===== config.mk =====
export PLATFORM = sky130hd
export DESIGN_NAME = color_target_steering_controller
export DESIGN_NICKNAME = d
export VERILOG_FILES = /design/src/rtl/ctsc_pkg.sv /design/src/rtl/ctsc_csr.sv /design/src/rtl/ctsc_steer.sv /design/src/rtl/color_target_steering_controller.sv
export SDC_FILE = /design/constraint.sdc
export NUM_CORES = 1
export LEC_CHECK = 0
export BUFFER_PORTS_ARGS = -buffer_cell sky130_fd_sc_hd__buf_2
export CAP_MARGIN = 20
export CORE_ASPECT_RATIO = 1.2
export CORE_UTILIZATION = 55
export DETAILED_ROUTE_END_ITERATION = 16
export PLACE_DENSITY = 0.72
export SLEW_MARGIN = 5
export SYNTH_ARGS = -nofsm -noshare
export SYNTH_HDL_FRONTEND = slang
export SYNTH_SLANG_ARGS = --single-unit

===== constraint.sdc =====
create_clock -name clock -period 15.6 [get_ports clock]
set_input_delay 2.34 -clock clock [delete_from_list [all_inputs] [get_ports clock]]
set_output_delay 2.34 -clock clock [all_outputs]
set_load 0.1 [all_outputs]

===== src/rtl/ctsc_pkg.sv =====
package ctsc_pkg;

   // Robot mode codes as carried in the result
   typedef enum logic [2:0] {
      MODE_UNKNOWN    = 3'd0,
      MODE_SEEK_RED   = 3'd1,
      MODE_RED_LOCK   = 3'd2,
      MODE_SEEK_GREEN = 3'd3,
      MODE_GREEN_LOCK = 3'd4
   } mode_type;

   // Configuration register indexes
   localparam int unsigned CsrIndexWidth = 3;
   typedef logic [CsrIndexWidth-1:0] csr_index_type;

   localparam csr_index_type CSR_DETECT_THRESHOLD    = 3'd0;
   localparam csr_index_type CSR_ANGLE_THRESHOLD     = 3'd1;
   localparam csr_index_type CSR_TOO_CLOSE_THRESHOLD = 3'd2;
   localparam csr_index_type CSR_FORWARD_SPEED       = 3'd3;
   localparam csr_index_type CSR_BACKWARD_SPEED      = 3'd4;

   // Register reset values
   localparam logic [15:0]        DetectThresholdReset   = 16'd6554;
   localparam logic [14:0]        AngleThresholdReset    = 15'd2048;
   localparam logic [15:0]        TooCloseThresholdReset = 16'd32768;
   localparam logic signed [15:0] ForwardSpeedReset      = 16'sd8192;
   localparam logic signed [15:0] BackwardSpeedReset     = -16'sd8192;

   // Reciprocal of ten for a 16 bit magnitude: q = (m * 52429) >> 19
   localparam logic [16:0] RecipTen      = 17'd52429;
   localparam int unsigned RecipTenShift = 19;

   typedef struct packed {
      logic [15:0]        detect_threshold;
      logic [14:0]        angle_threshold;
      logic [15:0]        too_close_threshold;
      logic signed [15:0] forward_speed;
      logic signed [15:0] backward_speed;
   } cfg_type;

   typedef struct packed {
      logic [15:0]        red_strength;
      logic [15:0]        green_strength;
      logic signed [15:0] red_azimuth;
      logic signed [15:0] green_azimuth;
   } req_type;

   typedef struct packed {
      logic signed [15:0] left_drive;
      logic signed [15:0] right_drive;
      logic [2:0]         robot_mode;
   } rsp_type;

endpackage


===== src/rtl/ctsc_csr.sv =====
module ctsc_csr (
   input  logic                    clock,
   input  logic                    reset,
   input  logic                    csr_valid,
   output logic                    csr_ready,
   input  ctsc_pkg::csr_index_type csr_index,
   input  logic [15:0]             csr_wdata,
   output ctsc_pkg::cfg_type       cfg
);
   import ctsc_pkg::*;

   cfg_type cfg_ff;
   cfg_type cfg_in;

   assign csr_ready = 1'b1;
   assign cfg       = cfg_ff;

   // Decode the write; drop indexes beyond the register list
   always_comb begin
      cfg_in = cfg_ff;
      if (csr_valid) begin
         unique case (csr_index)
            CSR_DETECT_THRESHOLD:    cfg_in.detect_threshold    = csr_wdata;
            CSR_ANGLE_THRESHOLD:     cfg_in.angle_threshold     = csr_wdata[14:0];
            CSR_TOO_CLOSE_THRESHOLD: cfg_in.too_close_threshold = csr_wdata;
            CSR_FORWARD_SPEED:       cfg_in.forward_speed       = csr_wdata;
            CSR_BACKWARD_SPEED:      cfg_in.backward_speed      = csr_wdata;
            default:                 cfg_in = cfg_ff;
         endcase
      end
   end

   always_ff @(posedge clock) begin
      if (reset) begin
         cfg_ff.detect_threshold    <= DetectThresholdReset;
         cfg_ff.angle_threshold     <= AngleThresholdReset;
         cfg_ff.too_close_threshold <= TooCloseThresholdReset;
         cfg_ff.forward_speed       <= ForwardSpeedReset;
         cfg_ff.backward_speed      <= BackwardSpeedReset;
      end else begin
         cfg_ff <= cfg_in;
      end
   end

endmodule


===== src/rtl/ctsc_steer.sv =====
module ctsc_steer (
   input  logic              clock,
   input  logic              reset,
   input  ctsc_pkg::cfg_type cfg,
   input  ctsc_pkg::req_type item,
   input  logic              fire,
   output ctsc_pkg::rsp_type result
);
   import ctsc_pkg::*;

   mode_type           mode_ff;
   mode_type           mode_in;
   logic signed [15:0] acc_ff;
   logic signed [15:0] acc_in;

   logic               unknown;
   logic               red_wins;
   logic signed [15:0] err;
   logic [15:0]        err_mag;
   logic               locked;
   logic signed [15:0] acc_keep;
   logic signed [15:0] acc_seek;
   logic               disagree;
   logic signed [17:0] sum;
   logic signed [17:0] neg_sum;
   logic [32:0]        prod;
   logic [13:0]        quot_mag;
   logic signed [15:0] quot;
   logic signed [17:0] acc_sum;

   // Clamp an 18 bit signed value to the 16 bit signed range
   function automatic logic signed [15:0] sat16(input logic signed [17:0] v);
      logic signed [15:0] r;
      if (v > 18'sd32767) begin
         r = 16'sh7FFF;
      end else if (v < -18'sd32768) begin
         r = 16'sh8000;
      end else begin
         r = v[15:0];
      end
      return r;
   endfunction

   // Pick the winning colour and its error
   assign unknown  = (item.red_strength < cfg.detect_threshold) &&
                     (item.green_strength < cfg.detect_threshold);
   assign red_wins = item.red_strength > item.green_strength;
   assign err      = red_wins ? item.red_azimuth : item.green_azimuth;
   assign err_mag  = err[15] ? 16'(-err) : 16'(err);
   assign locked   = err_mag < {1'b0, cfg.angle_threshold};

   always_comb begin
      priority if (unknown) begin
         mode_in = MODE_UNKNOWN;
      end else if (red_wins) begin
         mode_in = locked ? MODE_RED_LOCK : MODE_SEEK_RED;
      end else begin
         mode_in = locked ? MODE_GREEN_LOCK : MODE_SEEK_GREEN;
      end
   end

   // Clear the accumulator on a mode change or a sign disagreement
   assign acc_keep = (mode_in != mode_ff) ? 16'sd0 : acc_ff;
   assign disagree = (err[15] && (acc_keep > 16'sd0)) ||
                     ((err > 16'sd0) && acc_keep[15]);
   assign acc_seek = disagree ? 16'sd0 : acc_keep;

   // Differential steering sum
   assign sum     = {{2{err[15]}}, err} + {{2{acc_seek[15]}}, acc_seek};
   assign neg_sum = -sum;

   // Divide the error by ten, truncating toward zero
   assign prod     = {1'b0, err_mag} * {16'd0, RecipTen};
   assign quot_mag = prod[RecipTenShift +: 14];
   assign quot     = err[15] ? -$signed({2'b00, quot_mag}) : $signed({2'b00, quot_mag});
   assign acc_sum  = {{2{acc_seek[15]}}, acc_seek} + {{2{quot[15]}}, quot};

   // Form the wheel commands and the next accumulator
   always_comb begin
      result.robot_mode  = mode_in;
      result.left_drive  = 16'sd0;
      result.right_drive = 16'sd0;
      acc_in             = acc_keep;
      unique case (mode_in)
         MODE_UNKNOWN: begin
            acc_in = acc_keep;
         end
         MODE_RED_LOCK: begin
            result.left_drive  = cfg.backward_speed;
            result.right_drive = cfg.backward_speed;
         end
         MODE_GREEN_LOCK: begin
            if (item.green_strength <= cfg.too_close_threshold) begin
               result.left_drive  = cfg.forward_speed;
               result.right_drive = cfg.forward_speed;
            end
         end
         MODE_SEEK_RED, MODE_SEEK_GREEN: begin
            result.left_drive  = sat16(sum);
            result.right_drive = sat16(neg_sum);
            acc_in             = sat16(acc_sum);
         end
         default: begin
            acc_in = acc_keep;
         end
      endcase
   end

   // Advance the state once per processed transaction
   always_ff @(posedge clock) begin
      if (reset) begin
         mode_ff <= MODE_UNKNOWN;
         acc_ff  <= 16'sd0;
      end else if (fire) begin
         mode_ff <= mode_in;
         acc_ff  <= acc_in;
      end
   end

endmodule


===== src/rtl/color_target_steering_controller.sv =====
// A request is registered in the input stage and its result in the output stage,
// which drives rsp_valid; an output stage that is full and not taken stalls both.
// Throughput: one transaction per cycle while rsp_ready holds; the mode and
// steering accumulator update in the same cycle as the compute stage, so the next
// request sees them. Reset: synchronous, active high; empties both stages, sets
// mode to unknown, clears the accumulator and loads the register reset values.
module color_target_steering_controller (
   input  logic                    clock,
   input  logic                    reset,
   input  logic                    req_valid,
   output logic                    req_ready,
   input  ctsc_pkg::req_type       req_data,
   output logic                    rsp_valid,
   input  logic                    rsp_ready,
   output ctsc_pkg::rsp_type       rsp_data,
   input  logic                    csr_valid,
   output logic                    csr_ready,
   input  ctsc_pkg::csr_index_type csr_index,
   input  logic [15:0]             csr_wdata
);
   import ctsc_pkg::*;

   cfg_type cfg;
   logic    in_valid_ff;
   req_type in_data_ff;
   logic    out_valid_ff;
   rsp_type out_data_ff;
   rsp_type result;
   logic    advance;

   ctsc_csr u_csr (
      .clock     (clock),
      .reset     (reset),
      .csr_valid (csr_valid),
      .csr_ready (csr_ready),
      .csr_index (csr_index),
      .csr_wdata (csr_wdata),
      .cfg       (cfg)
   );

   ctsc_steer u_steer (
      .clock  (clock),
      .reset  (reset),
      .cfg    (cfg),
      .item   (in_data_ff),
      .fire   (advance),
      .result (result)
   );

   // Move the input stage forward when the output stage is free or draining
   assign advance   = in_valid_ff && (!out_valid_ff || rsp_ready);
   assign req_ready = !in_valid_ff || advance;
   assign rsp_valid = out_valid_ff;
   assign rsp_data  = out_data_ff;

   // Input stage
   always_ff @(posedge clock) begin
      if (reset) begin
         in_valid_ff <= 1'b0;
      end else if (req_ready) begin
         in_valid_ff <= req_valid;
      end
   end

   always_ff @(posedge clock) begin
      if (req_valid && req_ready) begin
         in_data_ff <= req_data;
      end
   end

   // Output stage: hold until taken
   always_ff @(posedge clock) begin
      if (reset) begin
         out_valid_ff <= 1'b0;
      end else if (advance) begin
         out_valid_ff <= 1'b1;
      end else if (rsp_ready) begin
         out_valid_ff <= 1'b0;
      end
   end

   always_ff @(posedge clock) begin
      if (advance) begin
         out_data_ff <= result;
      end
   end

endmodule


==> impl_metrics.env, run 1 <==
export IMPL_outcome="completed"
export IMPL_htreeDepth=4
export IMPL_layout_drive_gt1_share=0.114
export IMPL_finalCritPeriodShare=0.857
export IMPL_clock_skew_ns=0.0137
export IMPL_critPathMaxFanout=49
export IMPL_end_kind="flop"
export IMPL_slew_headroom=0.289
export IMPL_cts_buffer_depth=2
export IMPL_synth_edf_count=99
export IMPL_drc=0
export IMPL_clk_pin_slew_worst_paths_ns=0.08
export IMPL_wl_per_cell_um=20.4
export IMPL_place_congestion=0.973
export IMPL_fillCellCount=2920
export IMPL_core_area_um2=32300
export IMPL_grt_ovfl_total=0
export IMPL_ys_flop_type="dfxtp_1"
export IMPL_synth_top_family_by_area="adder cells"
export IMPL_synth_cell_types=106
export IMPL_syn_num_nets=2405
export IMPL_antenna_found_initial=0
export IMPL_post_cts_setup_buffers=0
export IMPL_io_pins=126
export IMPL_die_h_um=200
export IMPL_hold_viol_final=0
export IMPL_ys_seq_area_frac=0.276
export IMPL_totalWireLength_um=51300
export IMPL_vias=15400
export IMPL_worst_pin_slew_ns=1.05
export IMPL_setup_tns_ns=0
export IMPL_cts_hold_buf=0
export IMPL_synth_compound_area_frac=0.175
export IMPL_synthToLayoutAreaGrowth_pct=8.71
export IMPL_ys_warnings_count=0
export IMPL_hpwl_um=40900
export IMPL_path_delay_family="compound AO/OA/AOI/OAI gates"
export IMPL_layout_common_cells="nand2_1, inv_1, ha_1"
export IMPL_grt_pass1_vias=15100
export IMPL_cts_resized=0
export IMPL_regToRegSetupSlack_ns=2.23
export IMPL_crit_type="flop to flop"
export IMPL_io_buffers=124
export IMPL_critPathArrivalTime_ns=13.72
export IMPL_setup_violations=0
export IMPL_grt_pass1_wl_um=81300
export IMPL_synth_simple_area_share=0.166
export IMPL_die_area_um2=33500
export IMPL_grt_max_degree=89
export IMPL_synthArstFlopShare=0
export IMPL_synth_mux_area_frac=0.0288
export IMPL_die_x_um=167
export IMPL_viasPerCell=6.11
export IMPL_cp_required_ns=15.95
export IMPL_root_buffer="clkbuf_16"
export IMPL_numCtsBuffers=17
export IMPL_worst_path_buf_inv=3
export IMPL_startpoint_type="flop"
export IMPL_min_period_ns=13.37
export IMPL_postRouteAntennaNets=0
export IMPL_num_antenna_cells=0
export IMPL_syn_inst=2011
export IMPL_drt_first_pass_iters=6
export IMPL_track_usage=0.311
export IMPL_yosys_register_bits=199
export IMPL_start_util=0.559
export IMPL_cap_violations=0
export IMPL_nNetsFinal=2492
export IMPL_slowest_stage="mux2i_1"
export IMPL_clock_fmax_mhz=74.8
export IMPL_cts_sinks=199
export IMPL_cpPeakStageDelay_ns=0.88
export IMPL_rsz0062_at_grt="no"
export IMPL_syn_area_um2=18000
export IMPL_clkLatencyLatePin_ns=0.46
export IMPL_worstHoldPathType="flop to flop"
export IMPL_drt_iter0_drc=1014
export IMPL_mostFrequentLayoutCell="nand2_1"
export IMPL_maxSlewViolCount=0
export IMPL_cts_tree="yes"
export IMPL_avgSynthCellArea_um2=8.97
export IMPL_num_rows=72
export IMPL_synth_fa_ha_area_frac=0.249
export IMPL_synthXorXnorAreaFrac=0.0413
==> state kept, by name (all words and copies together) (netlist names) <==
register and count:
in_data_ff 64, in_valid_ff 1, rsp_data 35, rsp_valid 1, u_csr.cfg 79, u_steer.acc_ff 16
u_steer.mode_ff 3
==> path summary, 6_finish.rpt <==
path | from | endpoint | depth (start not counted)
setup reg to reg | in_data_ff[33] | u_steer.acc_ff[8] | 40
setup / recovery | in_data_ff[33] | u_steer.acc_ff[8] | 40
hold / removal | u_csr.cfg[35] | u_csr.cfg[35] | 2
hold reg to reg | u_csr.cfg[35] | u_csr.cfg[35] | 2
==> kinds of logic (layout without fill, tap and decap cells) <==
family,count (synthesis),after routing
AO/OA/AOI/OAI,461,461
XOR/XNOR,81,81
adder cells (fa/ha/maj),311,311
buffers and inverters,298,398
flip-flops,199,199
multiplexers,48,48
other,1,1
AND/OR/NAND/NOR,612,612
==> metal layers <==
layer  global-route usage  wire [um]  vias up
met1                0.390      21100     7377
met3               0.0263       2640      123
met4                0.146       2370        0
met2                0.541      25100      548
li1                     -          -     7326
met5                    0          0        -
==> tightest hold or removal path, delay by kind of cell (launching register included) <==
kind | cells | cell delay, ns
simple gates | 1 | 0.05
compound gates | 1 | 0.05
flops | 1 | 0.31
==> through the flow <==
| step | instance area (um2) | util | hold WS [ns] | worst slack (ns) | instances |
|---|---|---|---|---|---|
| after floorplan | 18000 | - | 0.432 | 3.58 | 2011 |
| after global placement | 19000 | 0.589 | 0.443 | 2.82 | 2484 |
| after detailed placement | 19000 | 0.589 | 0.447 | 2.45 | 2484 |
| after CTS | 19600 | 0.608 | 0.457 | 2.38 | 2516 |
| after global routing | 19600 | 0.608 | 0.472 | 1.31 | 2518 |
| final | 19600 | 0.608 | 0.454 | 2.23 | 2518 |
==> area by class of cell <==
class / count / area [um2] / share of cell area
Clock inverter: 14 / 160 / 0.00817
Clock buffer: 18 / 450 / 0.0230
Multi-Input combinational cell: 1514 / 11900 / 0.608
Timing Repair Buffer: 139 / 733 / 0.0374
Inverter: 227 / 852 / 0.0434
Tap cell: 407 / 509 / 0.0260
Sequential cell: 199 / 4970 / 0.254
==> synthesized netlist by cell type, drive strengths merged (6+ instances only) <==
cell	instances	area, um2
nand2	238	893
inv	226	848
ha	225	2820
a21oi	150	751
nor2	115	434
dfxtp	100	2000
edfxtp	99	2970
fa	81	1620
o21ai	69	349
xnor2	57	514
clkbuf	51	191
nor3	44	235
nand3	33	165
a21o	29	218
mux2i	29	298
and2	25	159
nand4	24	171
xor2	23	209
a31oi	22	144
nor2b	21	131
buf	20	106
nand2b	20	125
a211o	19	166
a22oi	19	143
mux2	19	221
o211ai	19	188
a211oi	16	125
a221o	15	150
o21a	15	113
or3	14	87.6
nor4	13	81.3
or2	12	75.1
nor3b	10	85.1
o22ai	9	56.3
o31ai	9	72.6
and3	8	50.1
and4	8	70.1
o311ai	7	78.8
or4	7	56.3
nand3b	6	45.0
Power of run 1 is not shown: default switching activity piles up to over one toggle a cycle in this logic, so the estimate is an artifact.
==> inputs of run 2 (changes only) <==
Settings changed: CORE_UTILIZATION 55 to 63, PLACE_DENSITY 0.72 to 0.81.
==> run 2 against run 1 <==
Net effect:
- via count rose by 1.4%
- register-to-register slack got worse by 0.35 ns
- first-iteration DRC count rose by 23%
- sequential share of layout area barely moved
- hold slack improved by 0.0014 ns
- design area fell by 0.15%
- routed wire length fell by 0.42%
- utilization rose by 8.9 points
- cell count fell by 1.1%
- highest routed layer unchanged
- count of clock-buffer cells in the layout rose by 1
- largest cell class unchanged
- die area fell by 13%
==> impl_metrics.env, run 2 (synthesis results as in run 1) <==
export IMPL_outcome="completed"
export IMPL_root_buffer="clkbuf_16"
export IMPL_htreeDepth=4
export IMPL_num_antenna_cells=0
export IMPL_drt_first_pass_iters=6
export IMPL_num_rows=67
export IMPL_setup_violations=0
export IMPL_clock_skew_ns=0.00820
export IMPL_io_buffers=124
export IMPL_clkLatencyLatePin_ns=0.44
export IMPL_cpPeakStageDelay_ns=0.90
export IMPL_vias=15600
export IMPL_viasPerCell=6.26
export IMPL_nNetsFinal=2492
export IMPL_totalWireLength_um=51100
export IMPL_core_area_um2=28100
export IMPL_io_pins=126
export IMPL_layoutNonFillerInstCount=2490
export IMPL_worst_pin_slew_ns=1.13
export IMPL_clk_pin_slew_worst_paths_ns=0.07
export IMPL_postRouteAntennaNets=0
export IMPL_track_usage=0.358
export IMPL_drt_iter0_drc=1246
export IMPL_drc=0
export IMPL_slowest_stage="xnor2_1"
export IMPL_cts_buffer_depth=2
export IMPL_crit_type="flop to flop"
export IMPL_cts_tree="yes"
export IMPL_critPathArrivalTime_ns=14.05
export IMPL_grt_ovfl_total=0
export IMPL_die_x_um=156
export IMPL_wl_per_cell_um=20.5
export IMPL_cts_sinks=199
export IMPL_slew_headroom=0.238
export IMPL_maxSlewViolCount=0
export IMPL_finalCritPeriodShare=0.879
export IMPL_mostFrequentLayoutCell="nand2_1"
export IMPL_regToRegSetupSlack_ns=1.89
export IMPL_layout_common_cells="nand2_1, inv_1, ha_1"
export IMPL_cap_violations=0
export IMPL_post_cts_setup_buffers=0
export IMPL_worstHoldPathType="flop to flop"
export IMPL_grt_max_degree=89
export IMPL_dp_cells=2456
export IMPL_setup_tns_ns=0
export IMPL_die_h_um=187
export IMPL_hold_viol_final=0
export IMPL_grt_pass1_wl_um=80800
export IMPL_cp_common_cell="ha_1"
export IMPL_cts_resized=0
export IMPL_largest_reg_flops=79
export IMPL_critPathMaxFanout=49
export IMPL_synthToLayoutAreaGrowth_pct=8.55
export IMPL_place_congestion=1.01
export IMPL_die_area_um2=29300
export IMPL_clock_fmax_mhz=72.9
export IMPL_cp_required_ns=15.93
export IMPL_numCtsBuffers=17
export IMPL_rsz0062_at_grt="no"
export IMPL_cts_hold_buf=0
export IMPL_antenna_found_initial=0
export IMPL_min_period_ns=13.71
export IMPL_hpwl_um=40900
export IMPL_grt_pass1_vias=15500
export IMPL_final_area_um2=19600
export IMPL_placed_area_um2=18900
export IMPL_startpoint_type="flop"
export IMPL_layout_drive_gt1_share=0.114
export IMPL_start_util=0.642
export IMPL_end_kind="flop"
[run 2: metal layers]
metal,up-vias,part of all wire,wire length (um),global-route usage
met5,-,0,0,0
met4,0,0.053,2710,0.188
met3,174,0.065,3330,0.0461
met2,695,0.50,25400,0.623
met1,7406,0.39,19700,0.429
li1,7313,-,-,-
[run 2: worst paths after layout]
| kind | from | endpoint | cells after the start |
|---|---|---|---|
| setup / recovery | in_data_ff[43] | u_steer.acc_ff[8] | 44 |
| hold / removal | u_csr.cfg[46] | u_csr.cfg[46] | 2 |
| setup reg to reg | in_data_ff[43] | u_steer.acc_ff[8] | 44 |
| hold reg to reg | u_csr.cfg[46] | u_csr.cfg[46] | 2 |
[run 2: cell type report]
type | count | area [um2]
clock buffer | 19 | 464
clock inverter | 13 | 158
fill | 2213 | 8500
inverter | 227 | 852
multi-input combinational | 1514 | 11900
sequential | 199 | 4970
tap | 379 | 474
timing repair buffer | 139 | 737
[run 2: worst max-delay path: cells and delay by family, from the launching register on]
| family | cells | cell delay, ns |
|---|---|---|
| xor gates and xnor gates | 3 | 1.20 |
| DFF | 1 | 0.39 |
| muxes | 5 | 1.42 |
| buffers and inverters | 4 | 0.24 |
| and+or+nand+nor | 8 | 1.52 |
| AOI/OAI and AO/OA | 13 | 4.50 |
| adders and majority gates | 11 | 4.29 |
[run 2: per-stage QoR]
stage / setup slack (ns) / hold WS [ns] / util
floorplan: 3.58 / 0.432 / -
global placement: 2.46 / 0.442 / 0.675
detailed placement: 2.16 / 0.446 / 0.675
CTS: 2.10 / 0.456 / 0.697
global route: 1.11 / 0.467 / 0.697
finish: 1.89 / 0.456 / 0.697
Power of run 2 is left out for the same reason.
==> inputs of run 3 (changes only) <==
Settings changed: CELL_PAD_IN_SITES_DETAIL_PLACEMENT set to 2, CELL_PAD_IN_SITES_GLOBAL_PLACEMENT set to 2, CORE_UTILIZATION 63 to 40, CTS_BUF_LIST set to sky130_fd_sc_hd__clkbuf_8.
==> run 3 against run 2 <==
Net effect:
- clock skew up 0.023 ns
- utilization is 25 points lower
- non-clock buffer count is 1 higher
- first-iteration DRC count decreased by 36%
- cell count up 7.3%
- global-route usage fell by 6.1 points
- worst setup slack got worse by 0.47 ns
- sequential share of layout area about the same
- critical endpoint is now u_steer.acc_ff[3]
- largest cell class unchanged
==> impl_metrics.env, run 3 (synthesis results as in run 1) <==
export IMPL_finalCritPeriodShare=0.909
export IMPL_die_area_um2=46000
export IMPL_drc=0
export IMPL_place_congestion=0.891
export IMPL_hold_viol_final=0
export IMPL_cts_hold_buf=0
export IMPL_num_rows=84
export IMPL_rr_worst_depth=43
export IMPL_cap_violations=0
export IMPL_critPathArrivalTime_ns=14.59
export IMPL_worstHoldStart="u_csr.cfg[44]"
export IMPL_grt_pass1_wl_um=104000
export IMPL_largest_reg_flops=79
export IMPL_end_kind="flop"
export IMPL_grt_pass1_vias=17600
export IMPL_cpPeakStageDelay_ns=0.81
export IMPL_grt_max_degree=89
export IMPL_whs_path_depth=2
export IMPL_wl_per_cell_um=25.4
export IMPL_mostFrequentLayoutCell="nand2_1"
export IMPL_rsz0062_at_grt="no"
export IMPL_viasPerCell=5.96
export IMPL_io_pins=126
export IMPL_slowest_stage="xnor2_1"
export IMPL_root_buffer="clkbuf_8"
export IMPL_critPathMaxFanout=49
export IMPL_final_util=0.444
export IMPL_post_cts_setup_buffers=0
export IMPL_setup_tns_ns=0
export IMPL_dpl_worst_slack_ns=1.64
export IMPL_clock_skew_ns=0.0315
export IMPL_postRouteAntennaNets=0
export IMPL_min_to="u_csr.cfg[44]"
export IMPL_antenna_found_initial=2
export IMPL_crit_type="flop to flop"
export IMPL_final_area_um2=19600
export IMPL_layout_drive_gt1_share=0.116
export IMPL_drt_iter0_drc=800
export IMPL_drt_first_pass_iters=5
export IMPL_num_antenna_cells=0
export IMPL_hpwl_um=55600
export IMPL_vias=15900
export IMPL_fillCellCount=4959
export IMPL_cts_tree="yes"
export IMPL_synthToLayoutAreaGrowth_pct=8.61
export IMPL_totalWireLength_um=67800
export IMPL_layout_common_cells="nand2_1, inv_1, ha_1"
export IMPL_cp_common_cell="ha_1"
export IMPL_slew_headroom=0.193
export IMPL_regToRegSetupSlack_ns=1.42
export IMPL_worstHoldPathType="flop to flop"
export IMPL_maxSlewViolCount=0
export IMPL_die_h_um=235
export IMPL_nNetsFinal=2493
export IMPL_timing_rr_end="u_steer.acc_ff[3]"
export IMPL_min_period_ns=14.18
export IMPL_grt_ovfl_total=0
export IMPL_post_route_worst_setup_slack_ns=1.42
export IMPL_start_util=0.409
export IMPL_clk_pin_slew_worst_paths_ns=0.11
export IMPL_setup_violations=0
export IMPL_numCtsBuffers=17
export IMPL_placed_area_um2=19200
export IMPL_clock_fmax_mhz=70.5
export IMPL_cts_buffer_depth=2
export IMPL_cts_resized=0
export IMPL_htreeDepth=4
export IMPL_outcome="completed"
export IMPL_worst_pin_slew_ns=1.20
export IMPL_reg2reg_from="in_data_ff[43]"
export IMPL_io_buffers=124
export IMPL_core_area_um2=44100
export IMPL_die_x_um=196
export IMPL_track_usage=0.297
export IMPL_cts_sinks=199
export IMPL_cp_required_ns=16.00
export IMPL_clkLatencyLatePin_ns=0.52
export IMPL_startpoint_type="flop"
run 3: cell types whose count changed in the layout (fill, tap and decap cells not counted), moves of 2 or more:
cell / previous run / this run
clkbuf_16: 18 / 0
clkbuf_8: 1 / 17
clkinv_8: 1 / 3
bufinv_16: 2 / 0
run 3: area by class of cell:
class / count / area [um2] / area share
Multi-Input combinational cell: 1514 / 11900 / 0.609
Sequential cell: 199 / 4970 / 0.254
Inverter: 227 / 852 / 0.0435
Timing Repair Buffer: 140 / 748 / 0.0382
Tap cell: 559 / 699 / 0.0357
Clock buffer: 17 / 234 / 0.0119
Clock inverter: 15 / 158 / 0.00805
run 3: worst max path at each step:
stage,slack [ns],startpoint,to
global route,0.75,in_data_ff[43],u_steer.acc_ff[3]
floorplan,3.58,in_data_ff[33],u_steer.acc_ff[2]
CTS,1.54,in_data_ff[43],u_steer.acc_ff[3]
detailed placement,1.64,in_data_ff[42],u_steer.acc_ff[3]
finish,1.42,in_data_ff[43],u_steer.acc_ff[3]
global placement,2.19,in_data_ff[43],u_steer.acc_ff[8]
run 3: stage by stage:
stage | hold WS (ns) | std cells
2_1_floorplan | 0.432 | 2011
3_3_place_gp | 0.444 | 2635
3_5_place_dp | 0.451 | 2637
4_1_cts | 0.468 | 2669
5_1_grt | 0.482 | 2671
6_report | 0.467 | 2671
run 3: worst max-delay path: cells and delay by family, from the launching register on:
family                   cells  cell delay (ns)
AO/OA/AOI/OAI               15             4.66
buffers and inverters        4             0.26
AND/OR/NAND/NOR              5             1.50
XOR/XNOR                     3             1.20
adder cells (fa/ha/maj)     11             4.36
flip-flops                   1             0.41
multiplexers                 5             1.67
run 3: per-layer routing:
metal | share of wire | track usage | wire length [um]
met1 | 0.40 | 0.339 | 27200
met5 | 0.00040 | 0 | 27
met2 | 0.53 | 0.557 | 35800
met4 | 0.045 | 0.126 | 3050
met3 | 0.026 | 0.0291 | 1740
Power of run 3 is left out for the same reason.
